## src/hw/rtl/rpnp_pkg.sv

```systemverilog
// shared types and constants for the radix prefix number parser
// no dependencies
package rpnp_pkg;

    // accumulator and result width
    localparam int unsigned ACC_W = 16;

    // character codes
    localparam logic [7:0] ASC_0  = 8'h30;
    localparam logic [7:0] ASC_9  = 8'h39;
    localparam logic [7:0] ASC_UA = 8'h41;
    localparam logic [7:0] ASC_UF = 8'h46;
    localparam logic [7:0] ASC_LA = 8'h61;
    localparam logic [7:0] ASC_LF = 8'h66;
    localparam logic [7:0] ASC_B  = 8'h62;
    localparam logic [7:0] ASC_H  = 8'h68;
    localparam logic [7:0] ASC_X  = 8'h78;
    localparam logic [7:0] LOWER_OFS = ASC_LA - 8'd10;
    localparam logic [7:0] UPPER_OFS = ASC_UA - 8'd10;

    // character position saturates at two
    localparam logic [1:0] POS_FIRST  = 2'd0;
    localparam logic [1:0] POS_SECOND = 2'd1;
    localparam logic [1:0] POS_LATER  = 2'd2;

    typedef enum logic [1:0] {
        RADIX_DEC = 2'd0,
        RADIX_BIN = 2'd1,
        RADIX_HEX = 2'd2
    } radix_t;

    typedef struct packed {
        logic [7:0] char_code;
        logic       last_char;
    } char_item_t;

    typedef struct packed {
        logic [ACC_W-1:0] value;
        logic             parse_error;
    } result_item_t;

    // stage control from the core to the input and output registers
    typedef struct packed {
        logic take;
        logic emit;
    } step_t;

endpackage

```

## src/hw/rtl/radix_prefix_number_parser_top.sv

```systemverilog
// top level of the radix prefix number parser
// depends on rpnp_pkg, rpnp_in_reg, rpnp_core, rpnp_out_reg
//
// Usage:
//   char channel: one ASCII character per item (char_code) with last_char
//   set on the final character of a string. A leading 'b' or 'h', or a
//   'b' or 'x' in second place, selects binary or hex; decimal otherwise.
//   result channel: one item per string, on its last character: the value
//   modulo 2^16, or zero with parse_error set if a bad digit was seen.
//   Path: an accepted last character is held in the input register until
//   the result register is free, then its result is written into the result
//   register and shows on result_valid.
//   Throughput: one character per cycle while the result slot is free,
//   including one-character strings; the single update stage sets the rate.
//   Reset clears the parser state and both item valid flags; a string in
//   progress is dropped. When the receiver stalls the result is held;
//   characters that do not end a string keep flowing, and a last character
//   waits in the input register, dropping char_ready, until the slot frees.
module radix_prefix_number_parser_top (
    input  logic                   clk,
    input  logic                   rst_n,
    input  logic                   char_valid,
    output logic                   char_ready,
    input  rpnp_pkg::char_item_t   char_item,
    output logic                   result_valid,
    input  logic                   result_ready,
    output rpnp_pkg::result_item_t result_item
);

    logic                   held_valid;
    rpnp_pkg::char_item_t   held_item;
    logic                   out_free;
    rpnp_pkg::step_t        step;
    rpnp_pkg::result_item_t result;

    // input register
    rpnp_in_reg u_in_reg (
        .clk        (clk),
        .rst_n      (rst_n),
        .char_valid (char_valid),
        .char_ready (char_ready),
        .char_item  (char_item),
        .step       (step),
        .held_valid (held_valid),
        .held_item  (held_item)
    );

    // parser state and update
    rpnp_core u_core (
        .clk        (clk),
        .rst_n      (rst_n),
        .held_valid (held_valid),
        .held_item  (held_item),
        .out_free   (out_free),
        .step       (step),
        .result     (result)
    );

    // result register
    rpnp_out_reg u_out_reg (
        .clk          (clk),
        .rst_n        (rst_n),
        .step         (step),
        .result       (result),
        .out_free     (out_free),
        .result_valid (result_valid),
        .result_ready (result_ready),
        .result_item  (result_item)
    );

endmodule

```

## src/hw/rtl/rpnp_in_reg.sv

```systemverilog
// input register of the radix prefix number parser
// depends on rpnp_pkg
module rpnp_in_reg (
    input  logic                clk,
    input  logic                rst_n,
    input  logic                char_valid,
    output logic                char_ready,
    input  rpnp_pkg::char_item_t char_item,
    input  rpnp_pkg::step_t     step,
    output logic                held_valid,
    output rpnp_pkg::char_item_t held_item
);

    logic                 valid_reg;
    logic                 valid_next;
    rpnp_pkg::char_item_t item_reg;

    // slot frees when the core takes the held item
    assign char_ready = !valid_reg || step.take;

    always_comb
    begin
        valid_next = valid_reg;
        if (char_valid && char_ready)
        begin
            valid_next = 1'b1;
        end
        else if (step.take)
        begin
            valid_next = 1'b0;
        end
    end

    always_ff @(posedge clk or negedge rst_n)
    begin
        if (!rst_n)
        begin
            valid_reg <= 1'b0;
        end
        else
        begin
            valid_reg <= valid_next;
        end
    end

    // payload, no reset
    always_ff @(posedge clk)
    begin
        if (char_valid && char_ready)
        begin
            item_reg <= char_item;
        end
    end

    assign held_valid = valid_reg;
    assign held_item  = item_reg;

endmodule

```

## src/hw/rtl/rpnp_core.sv

```systemverilog
// parser state and per-character update
// depends on rpnp_pkg
module rpnp_core (
    input  logic                   clk,
    input  logic                   rst_n,
    input  logic                   held_valid,
    input  rpnp_pkg::char_item_t   held_item,
    input  logic                   out_free,
    output rpnp_pkg::step_t        step,
    output rpnp_pkg::result_item_t result
);

    logic [rpnp_pkg::ACC_W-1:0] acc_reg;
    logic [rpnp_pkg::ACC_W-1:0] acc_next;
    rpnp_pkg::radix_t           radix_reg;
    rpnp_pkg::radix_t           radix_next;
    logic [1:0]                 pos_reg;
    logic [1:0]                 pos_next;
    logic                       err_reg;
    logic                       err_next;

    logic [7:0]                 c;
    logic                       is_dec;
    logic                       is_lower_hex;
    logic                       is_upper_hex;
    logic [7:0]                 digit_wide;
    logic [3:0]                 digit;
    logic                       digit_ok;
    logic                       is_prefix;
    rpnp_pkg::radix_t           prefix_radix;
    logic [rpnp_pkg::ACC_W-1:0] acc_scaled;
    logic [rpnp_pkg::ACC_W-1:0] acc_sum;

    assign c = held_item.char_code;

    // item handoff: a last item needs a free result slot
    assign step.take = held_valid && (!held_item.last_char || out_free);
    assign step.emit = step.take && held_item.last_char;

    // digit decode
    always_comb
    begin
        is_dec       = (c >= rpnp_pkg::ASC_0) && (c <= rpnp_pkg::ASC_9);
        is_lower_hex = (c >= rpnp_pkg::ASC_LA) && (c <= rpnp_pkg::ASC_LF);
        is_upper_hex = (c >= rpnp_pkg::ASC_UA) && (c <= rpnp_pkg::ASC_UF);
        if (is_lower_hex)
        begin
            digit_wide = c - rpnp_pkg::LOWER_OFS;
        end
        else if (is_upper_hex)
        begin
            digit_wide = c - rpnp_pkg::UPPER_OFS;
        end
        else
        begin
            digit_wide = c - rpnp_pkg::ASC_0;
        end
        digit = digit_wide[3:0];
    end

    // digit range check and scale by the base
    always_comb
    begin
        unique case (radix_reg)
            rpnp_pkg::RADIX_BIN:
            begin
                digit_ok   = is_dec && (digit < 4'd2);
                acc_scaled = acc_reg << 1;
            end
            rpnp_pkg::RADIX_HEX:
            begin
                digit_ok   = is_dec || is_lower_hex || is_upper_hex;
                acc_scaled = acc_reg << 4;
            end
            default:
            begin
                digit_ok   = is_dec;
                acc_scaled = (acc_reg << 3) + (acc_reg << 1);
            end
        endcase
        acc_sum = acc_scaled + {{(rpnp_pkg::ACC_W-4){1'b0}}, digit};
    end

    // prefix letters while the accumulator is still zero
    always_comb
    begin
        is_prefix    = 1'b0;
        prefix_radix = rpnp_pkg::RADIX_HEX;
        if (acc_reg == '0)
        begin
            if ((pos_reg == rpnp_pkg::POS_FIRST || pos_reg == rpnp_pkg::POS_SECOND)
                && c == rpnp_pkg::ASC_B)
            begin
                is_prefix    = 1'b1;
                prefix_radix = rpnp_pkg::RADIX_BIN;
            end
            else if (pos_reg == rpnp_pkg::POS_FIRST && c == rpnp_pkg::ASC_H)
            begin
                is_prefix = 1'b1;
            end
            else if (pos_reg == rpnp_pkg::POS_SECOND && c == rpnp_pkg::ASC_X)
            begin
                is_prefix = 1'b1;
            end
        end
    end

    // next state; a last item returns the state to its reset values
    always_comb
    begin
        acc_next   = acc_reg;
        radix_next = radix_reg;
        err_next   = err_reg;
        pos_next   = (pos_reg == rpnp_pkg::POS_LATER) ? pos_reg : pos_reg + 2'd1;
        if (!err_reg)
        begin
            if (is_prefix)
            begin
                radix_next = prefix_radix;
            end
            else if (digit_ok)
            begin
                acc_next = acc_sum;
            end
            else
            begin
                err_next = 1'b1;
            end
        end
        if (held_item.last_char)
        begin
            acc_next   = '0;
            radix_next = rpnp_pkg::RADIX_DEC;
            pos_next   = rpnp_pkg::POS_FIRST;
            err_next   = 1'b0;
        end
    end

    always_ff @(posedge clk or negedge rst_n)
    begin
        if (!rst_n)
        begin
            acc_reg   <= '0;
            radix_reg <= rpnp_pkg::RADIX_DEC;
            pos_reg   <= rpnp_pkg::POS_FIRST;
            err_reg   <= 1'b0;
        end
        else if (step.take)
        begin
            acc_reg   <= acc_next;
            radix_reg <= radix_next;
            pos_reg   <= pos_next;
            err_reg   <= err_next;
        end
    end

    // result of the string ending with this item
    always_comb
    begin
        result.parse_error = err_reg || (!is_prefix && !digit_ok);
        result.value       = (err_reg || (!is_prefix && !digit_ok)) ? '0
                           : (is_prefix ? acc_reg : acc_sum);
    end

endmodule

```

## src/hw/rtl/rpnp_out_reg.sv

```systemverilog
// result register of the radix prefix number parser
// depends on rpnp_pkg
module rpnp_out_reg (
    input  logic                   clk,
    input  logic                   rst_n,
    input  rpnp_pkg::step_t        step,
    input  rpnp_pkg::result_item_t result,
    output logic                   out_free,
    output logic                   result_valid,
    input  logic                   result_ready,
    output rpnp_pkg::result_item_t result_item
);

    logic                   valid_reg;
    logic                   valid_next;
    rpnp_pkg::result_item_t item_reg;

    // slot is free when empty or being taken this cycle
    assign out_free = !valid_reg || result_ready;

    always_comb
    begin
        valid_next = valid_reg;
        if (step.emit)
        begin
            valid_next = 1'b1;
        end
        else if (result_ready)
        begin
            valid_next = 1'b0;
        end
    end

    always_ff @(posedge clk or negedge rst_n)
    begin
        if (!rst_n)
        begin
            valid_reg <= 1'b0;
        end
        else
        begin
            valid_reg <= valid_next;
        end
    end

    // payload, no reset
    always_ff @(posedge clk)
    begin
        if (step.emit)
        begin
            item_reg <= result;
        end
    end

    assign result_valid = valid_reg;
    assign result_item  = item_reg;

endmodule

```

## config.mk

```make
export PLATFORM = sky130hd
export DESIGN_NAME = radix_prefix_number_parser_top
export DESIGN_NICKNAME = d
export VERILOG_FILES = /design/src/hw/rtl/rpnp_pkg.sv /design/src/hw/rtl/radix_prefix_number_parser_top.sv /design/src/hw/rtl/rpnp_in_reg.sv /design/src/hw/rtl/rpnp_core.sv /design/src/hw/rtl/rpnp_out_reg.sv
export SDC_FILE = /design/constraint.sdc
export NUM_CORES = 1
export LEC_CHECK = 0
export BUFFER_PORTS_ARGS = -buffer_cell sky130_fd_sc_hd__buf_2
export CORE_MARGIN = 5
export CORE_UTILIZATION = 40
export CTS_CLUSTER_SIZE = 10
export DETAILED_ROUTE_END_ITERATION = 6
export PLACE_DENSITY_LB_ADDON = 0.08
export SLEW_MARGIN = 20
export SYNTH_ARGS = -nofsm -noshare
export SYNTH_HDL_FRONTEND = slang
export SYNTH_SLANG_ARGS = --single-unit
```

## constraint.sdc

```tcl
create_clock -name clk -period 4.6 [get_ports clk]
set_input_delay 0.46 -clock clk [delete_from_list [all_inputs] [get_ports clk]]
set_output_delay 0.46 -clock clk [all_outputs]
set_load 0.1 [all_outputs]
```

==> flow_summary_export.csv, run 1 <==
group,metric,value,unit
sta,setup_tns,0,ns
synth,syn_area_per_cell,9.72,sq um
power,power,0.000980,W
synth,syn_inst,340,
synth,synth_ff_type,"edfxtp_1",
sta,rsz0062_at_grt,"false",
setup_path,cp_max_fo,6,
setup_path,critical_path_arrival,3.77,ns
sta,final.period_utilization,0.805,
clocking,clock-sinks,49,
sta,period_needed,3.70,ns
setup_path,cp_slowest_cell,"edfxtp_1",
placed_design,gp_congestion,0.846,
finish,largest_register_ffs,17,
power,seqPwrFrac,0.512,
sta,worst_slew_pin_slew,0.677,ns
floorplan,core_area,0.00813,sq mm
setup_path,worstPathRequired,4.66,ns
job,drv_cap,0,
sta,clock-skew-final,0.0148,ns
drt,wl_per_cell,16.7,microns
drt,wirelength,7.96,mm
setup_path,cpPeakStageDelay,0.46,ns
setup_path,rr_worst_depth,15,
synth,yosys_warnings,0,
floorplan,fp.dieArea,0.0102,sq mm
setup_path,crit_chain,"inv_1, ha_1, nor3b_1, and4bb_1, nand3_1, xor2_1, inv_1, ha_1, a21o_1, a21oi_1, or3_1, nor3_1, nand4b_1, xnor2_1, nor2_1",
synth,synth_cell_types,62,
global_route,grt_pass1_wl,13.4,mm
placed_design,port_buffers,31,
setup_path,path_class,"reg -> reg",
sta,hold_violations,0,
floorplan,die_h,101,microns
synth,synthArstFlopShare,0.469,
hold_path,hold_class,"in -> async",
global_route,antenna_found_initial,0,
setup_path,reg2reg_from,"u_in_reg.held_item[1]",
clocking,hold_buffers,0,
outcome,outcome,"finished clean",
drt,vias,2674,
clocking,cts_made_buffers,5,
synth,ys_seq_area_frac,0.410,
floorplan,io_pins,32,
power,irDropWorstVdd,0.162,mV
synth,netlist_area,0.00331,sq mm
drt,drt-initial-drc-count,157,
power,pwr_density_cell,265,mW/mm^2
sta,setup_violations,0,
floorplan,initial_utilization,0.406,
power,p_leak,1.51,nW
drt,drc_errors,0,
setup_path,critPathCaptureType,"register",
sta,slew_headroom,0.548,
global_route,grt_use_total,0.166,
sta,maxSlewViolCount,0,
clocking,cts_root_buffer,"clkbuf_8",
finish,final_util,0.455,
setup_path,cp-startpoint,"u_in_reg.held_item[1]",
sta,max_freq,270,MHz
finish,fin_nets,411,
power,intPower,0.000706,W
drt,viasPerCell,5.59,
clocking,clk_latency,0.31,ns
floorplan,fp-row-count,33,
global_route,grt_max_degree,24,
drt,dr.pass1.iters,4,
setup_path,start_kind,"register",
power,p_comb_frac,0.155,
global_route,grt_pass1_vias,2633,
clocking,htree_levels,2,
placed_design,dp_hpwl,6.16,mm
clocking,cts_buffer_depth,2,
finish,fillers,798,
synth,syn_nets,379,
power,p_sw_frac,0.280,
synth,synth_edf_count,26,
finish,synthToLayoutAreaGrowth,11.9,%
clocking,post_cts_buffers,0,
clocking,clk_pin_slew,0.10,ns
power,clkPwrFrac,0.333,
finish,drive_above_1_share,0.142,
clocking,ctsResizeCount,0,
clocking,cts_tree,"yes",
power,power.net_switching,0.000274,W
floorplan,die_w,101,microns
global_route,grt-ovfl-total,0,
finish,antenna_cells,0,
synth,synth-seq-cells,49,
drt,antenna_left,0,
==> path summary, 6_finish.rpt <==
| path | end | slack, ns |
|---|---|---|
| worst max-delay path | u_out_reg.result_item[15] | 0.90 |
| max in group asynchronous | u_core.pos_reg[0] | 4.09 |
| min in group clk | u_in_reg.held_item[0] | 0.32 |
| worst max register to register | u_out_reg.result_item[15] | 0.90 |
| worst min register to register | u_core.pos_reg[1] | 0.54 |
| worst min-delay path | u_core.acc_reg[13] | 0.12 |
==> layout make-up <==
| type | count | area, sq um | share of cell area |
|---|---|---|---|
| Multi-Input combinational cell | 264 | 1850 | 0.499 |
| Clock buffer | 6 | 82.6 | 0.0223 |
| Tap cell | 105 | 131 | 0.0355 |
| Inverter | 18 | 67.6 | 0.0183 |
| Sequential cell | 49 | 1360 | 0.367 |
| Timing Repair Buffer | 34 | 178 | 0.0480 |
| Clock inverter | 2 | 36.3 | 0.00981 |
==> routing by layer <==
metal	up-vias	GRT usage	wire [microns]
met5	-	0	0
li1	1329	-	-
met2	50	0.297	4200
met4	0	0.0358	94
met1	1287	0.208	3440
met3	8	0.0298	236
==> cell usage after synthesis, drive strengths merged (5+ instances only) <==
| cell | instances | area share |
|---|---|---|
| or3 | 8 | 0.017 |
| nand2b | 6 | 0.011 |
| and2 | 7 | 0.013 |
| edfxtp | 26 | 0.24 |
| a21oi | 20 | 0.030 |
| nor2 | 34 | 0.039 |
| inv | 18 | 0.020 |
| or2 | 5 | 0.0095 |
| dfrtp | 23 | 0.17 |
| o21ai | 26 | 0.039 |
| clkbuf | 7 | 0.0079 |
| a22o | 6 | 0.016 |
| xnor2 | 14 | 0.037 |
| nand2 | 28 | 0.032 |
| a221oi | 6 | 0.016 |
| nor3 | 5 | 0.0091 |
| nor4 | 5 | 0.0095 |
| ha | 24 | 0.091 |
==> critical path: cells and delay by family (launching register included) <==
kind | cells | cell delay, ns
XOR/XNOR | 2 | 0.44
AO/OA/AOI/OAI | 2 | 0.18
adder cells (fa/ha/maj) | 2 | 0.52
flip-flops | 1 | 0.46
buffers and inverters | 2 | 0.20
AND/OR/NAND/NOR | 7 | 1.67
==> power groups by stage <==
stage	Clock, W	Sequential (W)	Combinational, W
3_3_place_gp	0	0.000511	0.000152
6_report	0.000326	0.000502	0.000152
2_1_floorplan	0	0.000556	0.0000718
3_5_place_dp	0	0.000512	0.000153
5_1_grt	0.000358	0.000506	0.000168
4_1_cts	0.000334	0.000503	0.000154
==> kinds of logic (layout without fill, tap and decap cells) <==
family / after synthesis / count (layout) / share of synthesized area
adders and majority gates: 26 / 26 / 0.103
AOI/OAI and AO/OA: 92 / 92 / 0.188
xor gates and xnor gates: 17 / 17 / 0.0450
buffers and inverters: 27 / 60 / 0.0310
DFF: 49 / 49 / 0.410
muxes: 6 / 6 / 0.0193
and+or+nand+nor: 123 / 123 / 0.203
==> stage by stage <==
step,cells,worst slack [ns],hold slack [ns],instance area [sq um]
2_1_floorplan,340,0.840,0.164,3310
3_3_place_gp,470,0.982,0.472,3580
3_5_place_dp,470,0.885,0.472,3580
4_1_cts,478,0.883,0.134,3700
5_1_grt,478,0.552,0.151,3700
6_report,478,0.895,0.120,3700
==> cell usage in the layout (no fill, tap or decap), types with 11 or more instances in the layout <==
cell type,instances
nand2_1,28
buf_2,31
o21ai_0,11
dfrtp_1,23
edfxtp_1,26
nor2_1,34
a21oi_1,20
ha_1,24
inv_1,17
xnor2_1,14
o21ai_1,15
(Power assumes the default switching activity.)
==> run 2, diff against run 1 <==
- clock period: 4.6 -> 3.2 ns (I/O delays scaled with it)
==> run 2 against run 1 <==
  * The flow now finishes with violations (setup timing)
  * Die area unchanged
  * Core utilization up 8.8 points
  * Critical path depth up 1
  * Hold slack worse by 0.11 ns
  * Sequential share of layout area down 5.9 points
  * Sequential power up 43%
  * Flip-flop and latch count unchanged
  * Cell area up 19%
  * Via count up 10%
  * Global-route usage up 1.7 points
  * Register-to-register slack worse by 1.1 ns
  * Count of clock-buffer cells in the layout unchanged
  * Critical path type unchanged
  * Highest routed layer unchanged
==> flow_summary_export.csv, run 2 (synthesized netlist as in run 1, its figures left out) <==
group,metric,value,unit
drt,vias,2944,
finish,fin_nets,476,
clocking,cts_tree,"yes",
power,clkPwrFrac,0.310,
floorplan,core_area,0.00813,sq mm
global_route,grt_max_degree,24,
global_route,grt_pass1_vias,2933,
setup_path,start_kind,"register",
clocking,clock-sinks,49,
setup_path,crit_family,"simple AND/OR/NAND/NOR gates",
power,p_leak,1.86,nW
setup_path,path_depth,16,
sta,setup_tns,-1.24,ns
placed_design,port_buffers,31,
clocking,clk_latency,0.30,ns
sta,worst_slack,-0.206,ns
clocking,cts_buffer_depth,2,
power,intPower,0.00102,W
finish,seqCellArea,0.00136,sq mm
power,pwr_density_cell,323,mW/mm^2
sta,maxSlewViolCount,0,
global_route,grt-ovfl-total,0,
clocking,htree_levels,2,
setup_path,crit_chain,"buf_6, ha_4, nor2_2, o211ai_1, buf_4, a21oi_4, a21oi_4, inv_2, ha_4, fa_2, a21oi_2, or3_4, or3_4, nand4bb_4, or4_1, nand3_1",
sta,final.period_utilization,1.06,
floorplan,fp-row-count,33,
setup_path,critical_path_arrival,3.65,ns
clocking,cts_made_buffers,5,
power,p_sw_frac,0.284,
floorplan,io_pins,32,
sta,hold_violations,0,
sta,max_freq,294,MHz
power,power,0.00143,W
setup_path,cp_slowest_cell,"or4_1",
power,irDropWorstVdd,0.205,mV
setup_path,path_class,"reg -> reg",
power,seqPwrFrac,0.504,
job,drv_cap,0,
sta,clock-skew-final,0.00416,ns
finish,largest_register_ffs,17,
clocking,hold_buffers,0,
floorplan,die_w,101,microns
setup_path,r2r_end,"u_core.acc_reg[15]",
setup_path,cp-startpoint,"u_in_reg.held_item[2]",
drt,viasPerCell,5.42,
drt,antenna_left,0,
placed_design,gp_congestion,0.908,
sta,rsz0062_at_grt,"true",
outcome,outcome,"finished, violations left",
drt,drc_errors,0,
floorplan,fp.dieArea,0.0102,sq mm
setup_path,endpoint,"u_core.acc_reg[15]",
setup_path,reg2reg_from,"u_in_reg.held_item[2]",
finish,antenna_cells,0,
setup_path,rr_worst_depth,16,
clocking,clk_pin_slew,0.09,ns
sta,worst_slew_pin_slew,0.748,ns
drt,wirelength,9.03,mm
floorplan,die_h,101,microns
setup_path,worstPathRequired,3.45,ns
finish,final_common_cell,"buf_4",
hold_path,hold_class,"in -> async",
placed_design,placed_cells_incl_taps,526,
global_route,grt_pass1_wl,14.4,mm
power,power.net_switching,0.000405,W
finish,final_cell_count_no_fill,543,
setup_path,cp_num_buf_inv,3,
sta,period_needed,3.41,ns
setup_path,cpPeakStageDelay,0.47,ns
finish,final_cell_mix,"66 x buf_4, 31 x nor2_1, 31 x buf_2, 28 x nand2_1, 26 x edfxtp_1",
drt,dr.pass1.iters,4,
drt,drt-initial-drc-count,105,
finish,drive_above_1_share,0.345,
global_route,grt_use_total,0.183,
drt,wl_per_cell,16.6,microns
setup_path,critPathCaptureType,"register",
sta,slew_headroom,0.501,
finish,fillers,722,
power,p_comb_frac,0.186,
setup_path,cp_max_fo,4,
outcome,violations,"setup timing",
setup_path,rrSetupSlack,-0.21,ns
sta,setup_violations,13,
placed_design,dp_hpwl,6.87,mm
floorplan,initial_utilization,0.406,
finish,multi_input_area,0.00208,sq mm
global_route,antenna_found_initial,0,
finish,synthToLayoutAreaGrowth,33.6,%
clocking,cts_root_buffer,"clkbuf_8",
run 2: cell count changes in the layout (fill, tap and decap cells not counted), moves of 5 or more:
| cell | before | now |
|---|---|---|
| buf_4 | 3 | 66 |
| a21oi_1 | 20 | 14 |
| ha_1 | 24 | 18 |
| ha_4 | 0 | 6 |
| xnor2_1 | 14 | 9 |
| xnor2_2 | 0 | 5 |
run 2: layer usage:
layer	GRT usage	up-vias	wire length [microns]
met1	0.213	1416	3620
met5	0	-	0
li1	-	1462	-
met3	0.0263	20	284
met4	0.0716	0	247
met2	0.335	46	4870
run 2: how the worst min path moves through the flow:
stage,slack (ns),start,end,cells past startpoint
2_1_floorplan,0.02,rst_n,u_core.acc_reg[0],0
3_3_place_gp,0.34,rst_n,u_core.acc_reg[12],1
3_5_place_dp,0.37,rst_n,u_core.acc_reg[12],1
4_1_cts,0.03,rst_n,u_core.acc_reg[12],1
5_1_grt,0.05,rst_n,u_core.acc_reg[14],1
6_report,0.008,rst_n,u_core.acc_reg[13],1
run 2: what timing repair did:
item,CTS,global route
hold endpoints to repair,0,0
gates resized for setup,25,19
pin swaps,7,7
setup endpoints to repair,17,20
setup buffers,3,6
run 2: final cells by class:
class | count | area share
clock buffer | 6 | 0.0164
clock inverter | 2 | 0.00765
inverter | 18 | 0.0153
multi-input combinational | 264 | 0.471
sequential | 49 | 0.307
tap | 105 | 0.0297
timing repair buffer | 99 | 0.152
run 2: through the flow:
step	hold slack (ns)	util	area (sq um)	setup slack, ns
after global placement	0.345	0.496	4040	-0.185
after CTS	0.0295	0.526	4280	-0.225
final	0.00771	0.543	4420	-0.206
after global routing	0.0452	0.543	4420	-0.380
after detailed placement	0.365	0.496	4040	-0.272
after floorplan	0.0244	-	3360	-0.159
run 2: power groups by stage:
stage | clock, W | sequential [W] | combinational [W]
CTS | 0.000450 | 0.000718 | 0.000257
global route | 0.000476 | 0.000724 | 0.000290
detailed placement | 0 | 0.000732 | 0.000245
finish | 0.000442 | 0.000718 | 0.000265
global placement | 0 | 0.000731 | 0.000244
floorplan | 0 | 0.000799 | 0.000106
